[src/hdl/adcbi_pkg.sv]
// ----------------------------------------------------------------------------
// ADC bus interface package
// Shared widths, operation codes, register indexes, transfer structs and the
// sample-to-code conversion used by the ADC bus conversion interface.
// ----------------------------------------------------------------------------
`default_nettype none

package adcbi_pkg;

    localparam int unsigned OP_W     = 3;
    localparam int unsigned VALUE_W  = 8;
    localparam int unsigned SAMPLE_W = 16;
    localparam int unsigned TICK_W   = 10;
    localparam int unsigned CODE_W   = 8;
    localparam int unsigned NIBBLE_W = 4;
    localparam int unsigned CFG_IDX_W = 1;

    // Bus operation codes.
    localparam logic [OP_W-1:0] OP_RESET  = 3'd0;
    localparam logic [OP_W-1:0] OP_MODE   = 3'd1;
    localparam logic [OP_W-1:0] OP_WRITE  = 3'd2;
    localparam logic [OP_W-1:0] OP_CS     = 3'd3;
    localparam logic [OP_W-1:0] OP_STROBE = 3'd4;
    localparam logic [OP_W-1:0] OP_READ   = 3'd5;
    localparam logic [OP_W-1:0] OP_TICK   = 3'd6;

    // Configuration register indexes.
    localparam logic [CFG_IDX_W-1:0] CFG_READ_TICKS  = 1'd0;
    localparam logic [CFG_IDX_W-1:0] CFG_WRITE_TICKS = 1'd1;

    localparam logic [TICK_W-1:0] READ_TICKS_RST  = 10'd250;
    localparam logic [TICK_W-1:0] WRITE_TICKS_RST = 10'd136;

    localparam logic [CODE_W-1:0] IDLE_READ_VALUE = 8'hff;

    // Clamp limits of the signed sample.
    localparam logic signed [SAMPLE_W-1:0] SAMPLE_MAX = 16'sd16383;
    localparam logic signed [SAMPLE_W-1:0] SAMPLE_MIN = -16'sd16384;

    typedef struct packed {
        logic [OP_W-1:0]            operation;
        logic [VALUE_W-1:0]         value;
        logic signed [SAMPLE_W-1:0] analog_sample;
    } item_t;

    typedef struct packed {
        logic [CODE_W-1:0] read_value;
        logic              ready_res;
        logic              interrupt;
        logic              overflow;
    } result_t;

    typedef struct packed {
        logic converting;
        logic ready;
    } status_t;

    typedef struct packed {
        logic              ovf;
        logic [CODE_W-1:0] code;
    } conv_t;

    // Clamp to -16384..16383 (either limit flags overflow), offset and keep
    // the top eight bits of the resulting 15-bit unsigned value.
    function automatic conv_t sample_to_code(input logic signed [SAMPLE_W-1:0] s);
        conv_t                      r;
        logic signed [SAMPLE_W-1:0] c;
        logic [SAMPLE_W-1:0]        off;
        begin
            r.ovf = 1'b0;
            c     = s;
            if (s >= SAMPLE_MAX) begin
                r.ovf = 1'b1;
                c     = SAMPLE_MAX;
            end else if (s <= SAMPLE_MIN) begin
                r.ovf = 1'b1;
                c     = SAMPLE_MIN;
            end
            off    = c - SAMPLE_MIN;
            r.code = off[14:7];
            return r;
        end
    endfunction

endpackage

`default_nettype wire

[src/hdl/adcbi_core.sv]
// ----------------------------------------------------------------------------
// ADC bus interface core
// Converter state and the single-pass update applied for one bus operation.
// ----------------------------------------------------------------------------
`default_nettype none

module adcbi_core (
    input  wire                           aclk,
    input  wire                           aresetn,
    input  wire                           step,
    input  adcbi_pkg::item_t              item,
    input  wire [adcbi_pkg::TICK_W-1:0]   read_ticks,
    input  wire [adcbi_pkg::TICK_W-1:0]   write_ticks,
    output adcbi_pkg::result_t            result,
    output adcbi_pkg::status_t            status
);

    logic [adcbi_pkg::CODE_W-1:0]   data_reg, data_next;
    logic [adcbi_pkg::NIBBLE_W-1:0] nibble_reg, nibble_next;
    logic                           cs_reg, cs_next;
    logic                           wr_mode_reg, wr_mode_next;
    logic                           req_reg, req_next;
    logic                           conv_reg, conv_next;
    logic [adcbi_pkg::TICK_W-1:0]   count_reg, count_next;
    logic                           ready_reg, ready_next;
    logic                           irq_reg, irq_next;
    logic                           ovf_reg, ovf_next;
    logic [adcbi_pkg::CODE_W-1:0]   rd;
    logic                           level;
    adcbi_pkg::conv_t               conv;

    assign level = (item.value != '0);
    assign conv  = adcbi_pkg::sample_to_code(item.analog_sample);

    always_comb begin
        data_next    = data_reg;
        nibble_next  = nibble_reg;
        cs_next      = cs_reg;
        wr_mode_next = wr_mode_reg;
        req_next     = req_reg;
        conv_next    = conv_reg;
        count_next   = count_reg;
        ready_next   = ready_reg;
        irq_next     = irq_reg;
        ovf_next     = ovf_reg;
        rd           = adcbi_pkg::IDLE_READ_VALUE;

        case (item.operation)
            adcbi_pkg::OP_RESET: begin
                data_next   = '0;
                nibble_next = '0;
                conv_next   = 1'b0;
                count_next  = '0;
                irq_next    = 1'b0;
                ovf_next    = 1'b0;
                ready_next  = 1'b1;
            end
            adcbi_pkg::OP_MODE: begin
                wr_mode_next = level;
            end
            adcbi_pkg::OP_WRITE: begin
                nibble_next = item.value[7:4];
                if (wr_mode_reg && !conv_reg) begin
                    ready_next = 1'b0;
                    irq_next   = 1'b0;
                    ovf_next   = 1'b0;
                    conv_next  = 1'b1;
                    count_next = write_ticks;
                end
            end
            adcbi_pkg::OP_CS: begin
                if (level && !cs_reg) begin
                    req_next   = 1'b1;
                    conv_next  = 1'b0;
                    count_next = '0;
                end
                cs_next = level;
            end
            adcbi_pkg::OP_STROBE: begin
                if (wr_mode_reg && cs_reg && !conv_reg) begin
                    ready_next = 1'b0;
                    irq_next   = 1'b0;
                    ovf_next   = 1'b0;
                    conv_next  = 1'b1;
                    count_next = write_ticks;
                end
            end
            adcbi_pkg::OP_READ: begin
                if (cs_reg) begin
                    if (!wr_mode_reg && req_reg && !conv_reg) begin
                        ready_next = 1'b0;
                        irq_next   = 1'b0;
                        ovf_next   = 1'b0;
                        conv_next  = 1'b1;
                        count_next = read_ticks;
                        req_next   = 1'b0;
                    end
                    rd = data_reg;
                end
            end
            adcbi_pkg::OP_TICK: begin
                if (conv_reg) begin
                    if (count_reg <= 10'd1) begin
                        // Conversion ends: take the sample.
                        if (wr_mode_reg) begin
                            data_next = {nibble_reg, conv.code[3:0]};
                        end else begin
                            data_next = conv.code;
                        end
                        nibble_next = conv.code[7:4];
                        ovf_next    = conv.ovf;
                        conv_next   = 1'b0;
                        count_next  = '0;
                        req_next    = 1'b0;
                        ready_next  = 1'b1;
                        irq_next    = 1'b1;
                    end else begin
                        count_next = count_reg - 10'd1;
                    end
                end
            end
            default: begin
            end
        endcase
    end

    always_ff @(posedge aclk) begin
        if (!aresetn) begin
            data_reg    <= '0;
            nibble_reg  <= '0;
            cs_reg      <= 1'b0;
            wr_mode_reg <= 1'b0;
            req_reg     <= 1'b0;
            conv_reg    <= 1'b0;
            count_reg   <= '0;
            ready_reg   <= 1'b1;
            irq_reg     <= 1'b0;
            ovf_reg     <= 1'b0;
        end else if (step) begin
            data_reg    <= data_next;
            nibble_reg  <= nibble_next;
            cs_reg      <= cs_next;
            wr_mode_reg <= wr_mode_next;
            req_reg     <= req_next;
            conv_reg    <= conv_next;
            count_reg   <= count_next;
            ready_reg   <= ready_next;
            irq_reg     <= irq_next;
            ovf_reg     <= ovf_next;
        end
    end

    assign result.read_value = rd;
    assign result.ready_res  = ready_next;
    assign result.interrupt  = irq_next;
    assign result.overflow   = ovf_next;

    assign status.converting = conv_reg;
    assign status.ready      = ready_reg;

endmodule

`default_nettype wire

[src/hdl/adc_bus_conversion_interface_unit.sv]
// ----------------------------------------------------------------------------
// ADC bus conversion interface unit
// Bus side of an 8-bit parallel ADC: bus operations and time ticks in, one
// status and read-data result out for every operation.
// ----------------------------------------------------------------------------
//
//  Channel   Direction  Handshake            Payload
//  --------  ---------  -------------------  -------------------------------------
//  s_        in         s_tvalid / s_tready  tuser: operation; tdata: value, sample
//  m_        out        m_tvalid / m_tready  tdata: read_value, ready, irq, ovf
//  cfg_      in         cfg_valid/cfg_ready  cfg_index, cfg_data (tick counts)
//
//  One operation is accepted per cycle unless m_tready stalls the output. A
//  transfer on the s_ side is held in the input register; when the output
//  register is free or is being emptied, the converter state is updated and
//  the result is captured in the output register, which raises m_tvalid.
//  The only stall source is m_tready: while a result waits, the input
//  register fills and then s_tready drops. aresetn is synchronous and
//  active low; s_tready and cfg_ready are low while it is asserted, and
//  configuration writes are accepted in every cycle outside reset.
//
`default_nettype none

module adc_bus_conversion_interface_unit (
    input  wire        aclk,
    input  wire        aresetn,

    input  wire        s_tvalid,
    output logic       s_tready,
    input  wire [23:0] s_tdata,   // [7:0] value, [23:8] analog_sample
    input  wire [2:0]  s_tuser,   // [2:0] operation

    output logic       m_tvalid,
    input  wire        m_tready,
    output logic [15:0] m_tdata,  // [7:0] read_value, [8] ready_res,
                                  // [9] interrupt, [10] overflow, rest zero

    input  wire        cfg_valid,
    output logic       cfg_ready,
    input  wire [adcbi_pkg::CFG_IDX_W-1:0] cfg_index,
    input  wire [adcbi_pkg::TICK_W-1:0]    cfg_data
);

    // Conversion lengths written over the configuration channel.
    logic [adcbi_pkg::TICK_W-1:0] read_ticks_reg;
    logic [adcbi_pkg::TICK_W-1:0] write_ticks_reg;

    // Input register stage.
    logic              in_valid_reg;
    adcbi_pkg::item_t  in_item_reg;

    // Output register stage.
    logic              out_valid_reg;
    adcbi_pkg::result_t out_result_reg;

    adcbi_pkg::result_t core_result;
    adcbi_pkg::status_t core_status;
    logic              advance;

    assign cfg_ready = aresetn;

    always_ff @(posedge aclk) begin
        if (!aresetn) begin
            read_ticks_reg  <= adcbi_pkg::READ_TICKS_RST;
            write_ticks_reg <= adcbi_pkg::WRITE_TICKS_RST;
        end else if (cfg_valid) begin
            unique case (cfg_index)
                adcbi_pkg::CFG_READ_TICKS:  read_ticks_reg  <= cfg_data;
                adcbi_pkg::CFG_WRITE_TICKS: write_ticks_reg <= cfg_data;
                default: begin
                end
            endcase
        end
    end

    // The held item moves on whenever the output register is free or is
    // being emptied in this cycle.
    assign advance  = in_valid_reg && (!out_valid_reg || m_tready);
    assign s_tready = aresetn && (!in_valid_reg || advance);

    always_ff @(posedge aclk) begin
        if (!aresetn) begin
            in_valid_reg <= 1'b0;
        end else if (s_tready) begin
            in_valid_reg <= s_tvalid;
        end
    end

    always_ff @(posedge aclk) begin
        if (s_tready && s_tvalid) begin
            in_item_reg.operation     <= s_tuser;
            in_item_reg.value         <= s_tdata[7:0];
            in_item_reg.analog_sample <= s_tdata[23:8];
        end
    end

    adcbi_core u_core (
        .aclk        (aclk),
        .aresetn     (aresetn),
        .step        (advance),
        .item        (in_item_reg),
        .read_ticks  (read_ticks_reg),
        .write_ticks (write_ticks_reg),
        .result      (core_result),
        .status      (core_status)
    );

    always_ff @(posedge aclk) begin
        if (!aresetn) begin
            out_valid_reg <= 1'b0;
        end else if (advance) begin
            out_valid_reg <= 1'b1;
        end else if (m_tready) begin
            out_valid_reg <= 1'b0;
        end
    end

    always_ff @(posedge aclk) begin
        if (advance) begin
            out_result_reg <= core_result;
        end
    end

    assign m_tvalid = out_valid_reg;
    assign m_tdata  = {5'd0, out_result_reg.overflow, out_result_reg.interrupt,
                       out_result_reg.ready_res, out_result_reg.read_value};

    // A conversion in progress always has the ready flag low.
    assert property (@(posedge aclk) disable iff (!aresetn)
        core_status.converting |-> !core_status.ready)
        else $error("converter busy while ready flag is set");

    // The interrupt is only raised together with the ready flag.
    assert property (@(posedge aclk) disable iff (!aresetn)
        m_tvalid |-> (!out_result_reg.interrupt || out_result_reg.ready_res))
        else $error("interrupt reported without ready");

    // Overflow belongs to a finished conversion, which also raised the interrupt.
    assert property (@(posedge aclk) disable iff (!aresetn)
        m_tvalid |-> (!out_result_reg.overflow || out_result_reg.interrupt))
        else $error("overflow reported without interrupt");

    // With the output register empty the input side can never be stalled.
    assert property (@(posedge aclk) disable iff (!aresetn)
        !out_valid_reg |-> s_tready)
        else $error("input stalled with empty output register");

endmodule

`default_nettype wire

[config.mk]
export PLATFORM = sky130hd
export DESIGN_NAME = adc_bus_conversion_interface_unit
export DESIGN_NICKNAME = d
export VERILOG_FILES = /design/src/hdl/adcbi_pkg.sv /design/src/hdl/adcbi_core.sv /design/src/hdl/adc_bus_conversion_interface_unit.sv
export SDC_FILE = /design/constraint.sdc
export NUM_CORES = 1
export LEC_CHECK = 0
export BUFFER_PORTS_ARGS = -buffer_cell sky130_fd_sc_hd__buf_2
export CORE_ASPECT_RATIO = 2
export CORE_UTILIZATION = 57
export DETAILED_ROUTE_END_ITERATION = 12
export PLACE_DENSITY = 0.82
export RECOVER_POWER = 25
export SLEW_MARGIN = 40
export SYNTH_ARGS = -nofsm -noshare
export SYNTH_HDL_FRONTEND = slang
export SYNTH_SLANG_ARGS = --single-unit
[constraint.sdc]
create_clock -name aclk -period 3.45 [get_ports aclk]
set_input_delay 0.1725 -clock aclk [delete_from_list [all_inputs] [get_ports aclk]]
set_output_delay 0.1725 -clock aclk [all_outputs]
set_load 0.02 [all_outputs]
==> metrics.md, run 1 <==
| Metric | Value |
|---|---|
| Share of layout cells above drive strength 1 | `21.1%` |
| Die area | `7330 um^2` |
| Port Buffers | `56` |
| GP Congestion | `0.902` |
| Syn Inst Count | `394` |
| Primary FF master, synth | `dfxtp_1` |
| Htree depth | `3` |
| Final Setup Violations | `0` |
| Gr ovfl total | `0` |
| Worst Path Required | `3680 ps` |
| WL per Instance | `17.8 um` |
| HP Class | `in -> reg` |
| Starting Density | `59.6%` |
| Synth Warn # | `0` |
| DRT Wirelength | `9.67 mm` |
| Hold Buf Count CTS | `0` |
| Number of synthesized register bits | `89` |
| Busiest grt layer | `met2` |
| Via density per instance | `6.07` |
| Synth cell types | `65` |
| Clock root cell | `clkbuf_16` |
| Total Power | `2.27 mW` |
| Mapped Area | `3980 um^2` |
| Drt pass-1 iters | `5` |
| CP max stage delay | `590 ps` |
| Number of synthesized flops with an enable pin | `38` |
| GR Util met2 | `51.3%` |
| Num ports | `62` |
| Antenna diodes | `0` |
| # DRC | `0` |
| WS Path Type | `reg -> reg` |
| DP HPWL | `7.04 mm` |
| # Post-CTS Setup Buffers | `0` |
| Max Freq | `381 MHz` |
| Syn_area_per_cell | `10.1 um^2` |
| Period utilization | `76.1%` |
| Die Span Y | `120 um` |
| Setup crit start kind | `flop` |
| Reg clk slew, reported paths | `60 ps` |
| CTS tree | `built` |
| Post-CTS sizing | `0` |
| Setup tns final | `0 ps` |
| Max_slew headroom | `50.6%` |
| Via count | `3296` |
| Antenna violations before repair | `0` |
| Clock Skew | `8.46 ps` |
| Met3 usage | `5.93%` |
| Delay-heaviest family, CP | `simple AND/OR/NAND/NOR gates` |
| Largest cells by area after synthesis | `edfxtp_1 (29%), dfxtp_1 (26%), nand2_1 (5.7%), a21oi_1 (4.7%), a22o_2 (2.0%)` |
| Post-place setup slack | `864 ps` |
| Maximum root-to-sink buffer count | `2` |
| Worst path bufs/invs | `0` |
| Final hold violation count | `0` |
| Setup crit end kind | `flop` |
| WP data arrival | `2860 ps` |
| Leakage power | `1.77 nW` |
| RSZ-0062 raised after global routing | `no` |
| Multi-input gate area | `1680 um^2` |
| CTS Buf Count | `9` |
| Row cnt | `42` |
| CP cell instances | `and3b_1 > nor2b_1 > or3_1 > o31a_1 > a221o_1` |
| Total Nets Final | `496` |
| Core footprint | `6670 um^2` |
| Crit path max fanout | `18` |
| CP max stage cell | `edfxtp_1` |
| Reg2Reg Setup Slack | `830 ps` |
| Worst-Margin Slew | `739 ps` |
| Initial DRC Count | `311` |
| PD cells | `490 nW/um^2` |
| Max-cap violation count | `0` |
| Max Slew Vio Count | `0` |
| Maximum VDD drop | `0.000386 V` |
| Met1 Track Usage GR | `27.7%` |
| Routed Antenna Nets | `0` |
| Total of fill cells in the finished design | `531` |
| Register area share after synthesis | `54.4%` |
| Clock Latency Late Sink | `340 ps` |
| Vias in the first global route | `3259` |
| Die W | `61.1 um` |
| Max FFs per register | `27` |
| Pin count of the biggest net entering global routing | `28` |
| Asr flop ratio synth | `0%` |
| Hold slack | `8.83 ps` |
| Run status | `complete, no violations` |
| CTS Sinks | `89` |
| Crit path time final | `2620 ps` |
| Yosys top cell area share | `28.7%` |
| Area leader, netlist | `edfxtp_1` |
| First-pass GRT wire length | `15.2 mm` |
| Total Routing Usage GR | `28.9%` |
| Area delta synth->final | `16.3%` |
| FF/Latch Area | `2160 um^2` |
| Final WS setup | `826 ps` |
[Yosys cell counts, types with 2 or more instances]
cell	count
edfxtp_1	38
clkbuf_1	12
nor4_1	6
nor2b_1	9
nand4b_1	2
o21a_1	3
inv_1	4
nand2b_1	7
a32o_1	3
nor4b_1	3
ha_1	2
a22o_1	4
buf_6	3
a21bo_2	2
a21oi_1	37
dfxtp_1	51
o2bb2ai_1	4
a22oi_1	7
nand3_1	12
nor3b_1	2
and3b_1	2
nand2_1	60
and2_1	4
xor2_1	2
a221o_1	2
o41ai_1	2
o31ai_1	2
a211oi_1	4
nor2_1	18
or2_2	9
or4_1	3
and2b_1	2
a22o_2	8
o21ai_0	14
mux2i_1	3
nor3_1	4
o22ai_1	2
nand4_1	5
a2111oi_0	2
buf_4	6
buf_2	2
a31oi_1	2
or3_1	3
[cell families (layout without fill, tap and decap cells)]
group / Yosys count / in the layout / share of synthesized area (%)
flip-flops: 89 / 89 / 54.4
adder cells (fa/ha/maj): 2 / 2 / 0.629
other: 1 / 5 / 0.0943
XOR/XNOR: 3 / 3 / 0.661
AND/OR/NAND/NOR: 159 / 159 / 20.9
AO/OA/AOI/OAI: 108 / 108 / 18.7
multiplexers: 3 / 3 / 0.755
buffers and inverters: 29 / 86 / 3.93
[final timing paths]
check	start	to	cells after the start
worst max register to register	in_item_reg[26]$_DFFE_PP_	u_core.count_reg[2]$_SDFFE_PN0P_	5
worst min register to register	write_ticks_reg[4]$_SDFFE_PN0P_	write_ticks_reg[4]$_SDFFE_PN0P_	2
worst min-delay path	s_tdata[1]	in_item_reg[17]$_DFFE_PP_	1
worst max-delay path	in_item_reg[26]$_DFFE_PP_	u_core.count_reg[2]$_SDFFE_PN0P_	5
[area by class of cell]
type                       instances  area share, %
timing repair buffer              66           7.93
inverter                           5          0.406
tap                               88           2.38
clock inverter                     3          0.893
multi-input combinational        280           36.3
sequential                        89           46.8
clock buffer                      12           5.33
[power breakdown]
part	switching, mW	internal [mW]	leakage, nW	total [mW]
sequential	0.0232	1.13	0.745	1.16
clock	0.363	0.576	0.143	0.939
combinational	0.106	0.0640	0.887	0.170
[metal layers]
layer	part of all wire, %	wire, um
met5	0	0
met1	34	3280
met3	3.6	347
met2	57	5500
met4	5.6	541
[layout by cell type (no fill, tap or decap), types with 4 or more instances in the layout]
| cell | instances |
|---|---|
| a22o_2 | 8 |
| inv_1 | 4 |
| buf_2 | 55 |
| a22o_1 | 4 |
| or2_2 | 9 |
| nand3_1 | 12 |
| o21ai_0 | 14 |
| nand4_1 | 5 |
| nor2b_1 | 9 |
| a211oi_1 | 4 |
| a22oi_1 | 7 |
| clkbuf_16 | 9 |
| buf_4 | 5 |
| dlygate4sd3_1 | 5 |
| dfxtp_1 | 51 |
| edfxtp_1 | 38 |
| a21oi_1 | 37 |
| nand2b_1 | 7 |
| nor3_1 | 4 |
| nor4_1 | 6 |
| conb_1 | 5 |
| nand2_1 | 60 |
| o2bb2ai_1 | 4 |
| nor2_1 | 18 |
[through the flow]
step	area, um^2	instances	utilization (%)
6_report	4620	543	69.3
5_1_grt	4620	543	69.3
4_1_cts	4580	538	68.6
3_5_place_dp	4290	523	64.2
3_3_place_gp	4280	523	64.1
2_1_floorplan	3990	398	-
(Power assumes the default switching activity.)
==> run 2, diff against run 1 <==
- CORE_UTILIZATION: 57 -> 51
- PLACE_DENSITY: 0.82 -> 0.78
- clock period: 3.45 -> 2.3 ns (I/O delays scaled with it)
==> run 2 against run 1 <==
Against the previous run: clock skew is 1.6 ps lower; utilization is 2.2 points lower; fmax is 22% higher; sequential share of layout area is 4.0 points lower; total power is 65% higher; final area is 9.5% higher; combinational power is 84% higher; non-clock buffer count is 41 higher; flip-flop and latch count stayed put; count of clock-buffer cells in the layout is 3 lower; critical endpoint is now u_core.nibble_reg[2]$_SDFFE_PN0P_; highest routed layer unchanged.
==> metrics.md, run 2 (same netlist as run 1, synthesis figures left out) <==
| Metric | Value |
|---|---|
| Clock Skew | `6.88 ps (-1.58 ps)` |
| Antenna violations before repair | `0 (unchanged)` |
| Multi-input gate area | `1680 um^2 (+0.15%)` |
| CTS Sinks | `89 (unchanged)` |
| Via count | `3463 (+5.1%)` |
| FF/Latch Area | `2160 um^2 (unchanged)` |
| Via density per instance | `5.86 (-3.5%)` |
| Leading cell type in the layout, fill and taps excluded | `nand2_1` |
| Share of layout cells above drive strength 1 | `23.3% (+2.2 points)` |
| Die W | `64.4 um (+5.5%)` |
| Initial DRC Count | `228 (-27%)` |
| Max Freq | `465 MHz (+22%)` |
| Final Setup Violations | `0 (unchanged)` |
| Max FFs per register | `27 (unchanged)` |
| Leading cell types in the layout, fill and taps excluded | `nand2_1 (60), buf_2 (53), dfxtp_1 (51)` |
| RSZ-0062 raised after global routing | `no` |
| Run status | `complete, no violations` |
| Die area | `8170 um^2 (+11%)` |
| WP data arrival | `2380 ps (-480 ps)` |
| GP Congestion | `0.893 (-0.98%)` |
| Worst path bufs/invs | `1 (+1)` |
| CTS tree | `built` |
| Maximum root-to-sink buffer count | `2 (unchanged)` |
| Post-place setup slack | `110 ps (-754 ps)` |
| Max_slew headroom | `51.2% (+0.52 points)` |
| Total of fill cells in the finished design | `606 (+14%)` |
| Clock root cell | `clkbuf_16` |
| Worst-Margin Slew | `731 ps (-7.75 ps)` |
| Core footprint | `7540 um^2 (+13%)` |
| Antenna diodes | `0 (unchanged)` |
| DP HPWL | `7.16 mm (+1.7%)` |
| WL per Instance | `17.7 um (-0.51%)` |
| Setup crit end kind | `flop` |
| Drt pass-1 iters | `4 (-1)` |
| Crit path max fanout | `7 (-11)` |
| Crit path time final | `2150 ps (-475 ps)` |
| Maximum VDD drop | `0.000624 V (+62%)` |
| CP max stage cell | `dfxtp_1` |
| Max Slew Vio Count | `0 (unchanged)` |
| DRT Wirelength | `10.5 mm (+8.3%)` |
| Period utilization | `93.5% (+17 points)` |
| Pin count of the biggest net entering global routing | `28 (unchanged)` |
| CP cell instances | `inv_1 > ha_1 > or2_2 > and4_1 > o211ai_1 > nor3_1 > a32o_1` |
| Reg clk slew, reported paths | `60 ps (about the same)` |
| First-pass GRT wire length | `17.1 mm (+12%)` |
| Routed Antenna Nets | `0 (unchanged)` |
| Clock Latency Late Sink | `350 ps (about the same)` |
| Port Buffers | `56 (unchanged)` |
| Htree depth | `3 (unchanged)` |
| WS Path Type | `reg -> reg` |
| Total Routing Usage GR | `27.9% (-1.0 points)` |
| Final WS setup | `150 ps (-675 ps)` |
| Delay-heaviest family, CP | `simple AND/OR/NAND/NOR gates` |
| Setup crit start kind | `flop` |
| Gr ovfl total | `0 (unchanged)` |
| Row cnt | `45 (+7.1%)` |
| # DRC | `0 (unchanged)` |
| Starting Density | `52.7% (-6.9 points)` |
| Setup tns final | `0 ps (unchanged)` |
| Vias in the first global route | `3587 (+10%)` |
| Max-cap violation count | `0 (unchanged)` |
| Area delta synth->final | `27.4%` |
| Die Span Y | `127 um (+5.6%)` |
| Total Nets Final | `537 (+8.3%)` |
| Final hold violation count | `0 (unchanged)` |
| CP max stage delay | `440 ps (-150 ps)` |
| Leakage power | `1.98 nW (+11%)` |
| HP Class | `in -> reg` |
| Worst Path Required | `2540 ps (-1140 ps)` |
| PD cells | `740 nW/um^2 (+51%)` |
| Num ports | `62 (unchanged)` |
| CTS Buf Count | `9 (unchanged)` |
## run 2: per-layer routing
| layer | vias to the layer above | share of wire [%] | track usage (%) | wire [um] |
|---|---|---|---|---|
| li1 | 1647 | - | - | - |
| met1 | 1659 | 33 | 26.0 | 3500 |
| met2 | 113 | 57 | 51.5 | 5940 |
| met3 | 44 | 3.6 | 5.22 | 375 |
| met4 | 0 | 6.3 | 20.8 | 663 |
| met5 | - | 0 | 0 | 0 |
## run 2: worst paths after layout
path | from | end | slack (ps) | cells past startpoint
min reg2reg | write_ticks_reg[4]$_SDFFE_PN0P_ | write_ticks_reg[4]$_SDFFE_PN0P_ | 460 | 2
min | s_tvalid | in_valid_reg$_SDFFE_PN0P_ | 6 | 3
max | u_core.count_reg[0]$_SDFFE_PN0P_ | u_core.nibble_reg[2]$_SDFFE_PN0P_ | 150 | 7
max reg2reg | u_core.count_reg[0]$_SDFFE_PN0P_ | u_core.nibble_reg[2]$_SDFFE_PN0P_ | 150 | 7
## run 2: cell type report
cell class,count,area share (%)
clock buffers,9,4.45
clock inverters,7,2.52
inverters,5,0.371
multi-input cells,280,33.2
flip-flops and latches,89,42.7
well taps,94,2.32
repair buffers,107,14.4
## run 2: report_power, final
part,internal [mW],total [mW],switching (mW)
combinational,0.135,0.313,0.177
clock,1.07,1.71,0.632
sequential,1.70,1.73,0.0301
total,2.91,3.75,0.839
## run 2: repair_timing
| item | in CTS | in global routing |
|---|---|---|
| gates resized for setup | 0 | 3 |
| hold buffers | 28 | 0 |
| endpoints found under the hold margin | 28 | 0 |
| setup buffers | 0 | 1 |
| setup endpoints to repair | 0 | 13 |
## run 2: tightest hold or removal path: stages
cell	delay [ps]
buf_2	90
a21oi_1	30
nor2_1	70
## run 2: metrics by stage
step	hold WS, ps	cell area, um^2	instances	power (mW)	utilization, %
2_1_floorplan	214	3990	398	1.93	-
5_1_grt	18.9	5060	591	3.87	67.1
3_3_place_gp	291	4420	546	2.02	58.5
4_1_cts	7.54	5050	590	3.74	66.9
3_5_place_dp	293	4420	546	2.03	58.5
6_report	6.19	5060	591	3.75	67.1
==> run 3, diff against run 2 <==
- ABC_AREA: not set -> 1
- PLACE_DENSITY: 0.78 -> 0.77
==> run 3 against run 2 <==
Against the previous run: synthesized cell count is 38% higher; count of clock-buffer cells in the layout is 3 higher; utilization is 1.8 points lower; critical path type unchanged; combinational power is 24% higher; final area is 3.1% higher; setup slack better by 210 ps; largest cell class unchanged.
==> metrics.md, run 3 <==
| Metric | Value |
|---|---|
| Worst Path Required | `2400 ps (-140 ps)` |
| Post-place setup slack | `380 ps (+271 ps)` |
| Syn Inst Count | `543 (+38%)` |
| HP Class | `in -> reg` |
| Asr flop ratio synth | `0% (unchanged)` |
| Clock power share | `41.3% (-4.2 points)` |
| Leading cell types in the layout, fill and taps excluded | `nand2_1 (148), inv_1 (61), nor2_1 (60)` |
| DR top layer | `met4` |
| Port Buffers | `56 (unchanged)` |
| Clock root cell | `clkbuf_16` |
| Combinational share of power | `10.6% (+2.3 points)` |
| Setup tns final | `0 ps (unchanged)` |
| WP data arrival | `2040 ps (-340 ps)` |
| Area leader, netlist | `edfxtp_1` |
| Most frequent cells after synthesis | `nand2_1 (148), inv_1 (61), nor2_1 (61), dfxtp_1 (51), a21oi_1 (47)` |
| Routed Antenna Nets | `0 (unchanged)` |
| Sw power | `882 uW (+5.1%)` |
| Maximum root-to-sink buffer count | `2 (unchanged)` |
| Final instance area | `5220 um^2 (+3.1%)` |
| Gr ovfl total | `0 (unchanged)` |
| Yosys top cell area share | `26.8% (-1.9 points)` |
| Met3 WL | `371 um (-1.1%)` |
| DP HPWL | `7.53 mm (+5.1%)` |
| Setup crit start kind | `flop` |
| Htree depth | `3 (unchanged)` |
| Starting Density | `53.2% (+0.52 points)` |
| Drt pass-1 iters | `5 (+1)` |
| Reg power frac | `48.1% (+2.0 points)` |
| Met2 routed WL | `6.06 mm (+2.1%)` |
| Setup crit end kind | `flop` |
| Maximum VDD drop | `0.000526 V (-16%)` |
| Leakage power | `2.28 nW (+15%)` |
| Vias in the first global route | `3834 (+6.9%)` |
| CTS tree | `built` |
| Antenna diodes | `0 (unchanged)` |
| Via count | `3841 (+11%)` |
| RSZ-0062 raised after global routing | `no` |
| Final hold violation count | `0 (unchanged)` |
| Reg clk slew, reported paths | `70 ps (about the same)` |
| Placed inst area | `4640 um^2 (+5.0%)` |
| Mapped Area | `4260 um^2 (+7.1%)` |
| Period utilization | `84.2% (-9.3 points)` |
| Via density per instance | `5.25 (-10%)` |
| Finished Layout Cells | `732 (+24%)` |
| WS Path Type | `reg -> reg` |
| Register area share after synthesis | `50.8% (-3.6 points)` |
| Clock Skew | `8.85 ps (+1.96 ps)` |
| Die Span Y | `131 um (+3.4%)` |
| Clock Latency Late Sink | `340 ps (about the same)` |
| CTS Sinks | `89 (unchanged)` |
| Max Freq | `516 MHz (+11%)` |
| Syn_area_per_cell | `7.84 um^2 (-22%)` |
| DRT Wirelength | `10.6 mm (+1.3%)` |
| Run status | `complete, no violations` |
| Crit path time final | `1940 ps (-213 ps)` |
| Die area | `8740 um^2 (+6.9%)` |
| Initial DRC Count | `271 (+19%)` |
| Core footprint | `8000 um^2 (+6.0%)` |
| Hold Buf Count CTS | `27 (-3.6%)` |
| Number of synthesized register bits | `89 (unchanged)` |
| First-pass GRT wire length | `17.0 mm (-0.45%)` |
| Total Routing Usage GR | `26.3% (-1.6 points)` |
| Primary FF master, synth | `dfxtp_1` |
| Num ports | `62 (unchanged)` |
| Final Setup Violations | `0 (unchanged)` |
| PD cells | `698 nW/um^2 (-5.7%)` |
| DP Cell Count | `689 (+26%)` |
| Largest cells by area after synthesis | `edfxtp_1 (27%), dfxtp_1 (24%), nand2_1 (13%), a21oi_1 (5.5%), inv_1 (5.4%)` |
| Synth cell types | `33 (-49%)` |
| Switch share | `24.2% (+1.8 points)` |
| Count leader, synth | `nand2_1` |
| Final WS setup | `363 ps (+213 ps)` |
| # Post-CTS Setup Buffers | `0 (unchanged)` |
| Total Nets Final | `676 (+26%)` |
| Number of synthesized flops with an enable pin | `38 (unchanged)` |
| Max_slew headroom | `46.0% (-5.2 points)` |
| # DRC | `0 (unchanged)` |
| Share of layout cells above drive strength 1 | `16.5% (-6.8 points)` |
| Row cnt | `46 (+2.2%)` |
| GP Congestion | `0.992 (+11%)` |
| Max-cap violation count | `0 (unchanged)` |
| CTS Buf Count | `9 (unchanged)` |
| Hold slack | `3.68 ps (-2.51 ps)` |
| Worst-Margin Slew | `810 ps (+78.9 ps)` |
| WL per Instance | `14.5 um (-18%)` |
| Synth Warn # | `0 (unchanged)` |
| Die W | `66.6 um (+3.4%)` |
| Post-CTS sizing | `0 (unchanged)` |
| Cell-internal power | `2.76 mW (-5.1%)` |
| Leading cell type in the layout, fill and taps excluded | `nand2_1` |
| Pin count of the biggest net entering global routing | `28 (unchanged)` |
| Antenna violations before repair | `0 (unchanged)` |
| Crit path max fanout | `11 (+4)` |
| Area delta synth->final | `22.7%` |
| Met1 WL | `3.42 mm (-2.2%)` |
| Max FFs per register | `27 (unchanged)` |
| Max Slew Vio Count | `0 (unchanged)` |
## run 3: kinds of logic (layout without fill, tap and decap cells)
logic type | after synthesis | in the layout | share of synthesized area (%)
simple gates | 265 | 265 | 27.0
fa+ha+maj | 2 | 2 | 0.588
flops | 89 | 89 | 50.8
buf+inv | 89 | 178 | 8.70
other cells | 1 | 5 | 0.0881
compound gates | 94 | 94 | 12.3
xor+xnor | 3 | 3 | 0.617
## run 3: power groups by stage
stage                     clock [mW]  combinational [mW]  sequential, mW
after floorplan                    0               0.241            1.78
after global placement             0               0.340            1.78
after detailed placement           0               0.347            1.78
after CTS                       1.51               0.384            1.75
after global routing            1.59               0.431            1.76
final                           1.50               0.388            1.75
## run 3: layer usage
metal | track usage [%] | vias to the layer above
met2 | 49.6 | 122
met5 | 0 | -
li1 | - | 1917
met1 | 23.4 | 1751
met4 | 17.3 | 0
met3 | 4.77 | 51
## run 3: worst paths after layout
check | depth (start not counted) | slack, ps | endpoint | start
min reg2reg | 2 | 450 | write_ticks_reg[0]$_SDFFE_PN0P_ | write_ticks_reg[0]$_SDFFE_PN0P_
max reg2reg | 9 | 360 | m_tdata[10]$_DFFE_PP_ | in_item_reg[26]$_DFFE_PP_
max | 9 | 360 | m_tdata[10]$_DFFE_PP_ | in_item_reg[26]$_DFFE_PP_
min | 3 | 4 | read_ticks_reg[5]$_SDFFE_PN1P_ | cfg_data[5]
## run 3: worst max-delay path, cell delays in order (launching register included)
cell	delay [ps]
edfxtp_1	500
nand2_2	150
inv_2	40
nand2_1	220
inv_2	180
o21ai_1	140
buf_4	180
nand3_1	120
nand2_1	100
nand2_1	50
## run 3: cell type report
| type | instances | area, um^2 |
|---|---|---|
| Sequential cell | 89 | 2160 |
| Inverter | 69 | 259 |
| Multi-Input combinational cell | 369 | 1740 |
| Tap cell | 96 | 120 |
| Clock buffer | 12 | 289 |
| Fill cell | 678 | 2780 |
| Clock inverter | 4 | 30.0 |
| Timing Repair Buffer | 93 | 619 |
## run 3: per-stage QoR
stage / util [%] / total power [mW]
floorplan: - / 2.02
global placement: 58.0 / 2.12
detailed placement: 58.0 / 2.13
CTS: 65.3 / 3.65
global route: 65.3 / 3.78
finish: 65.3 / 3.64
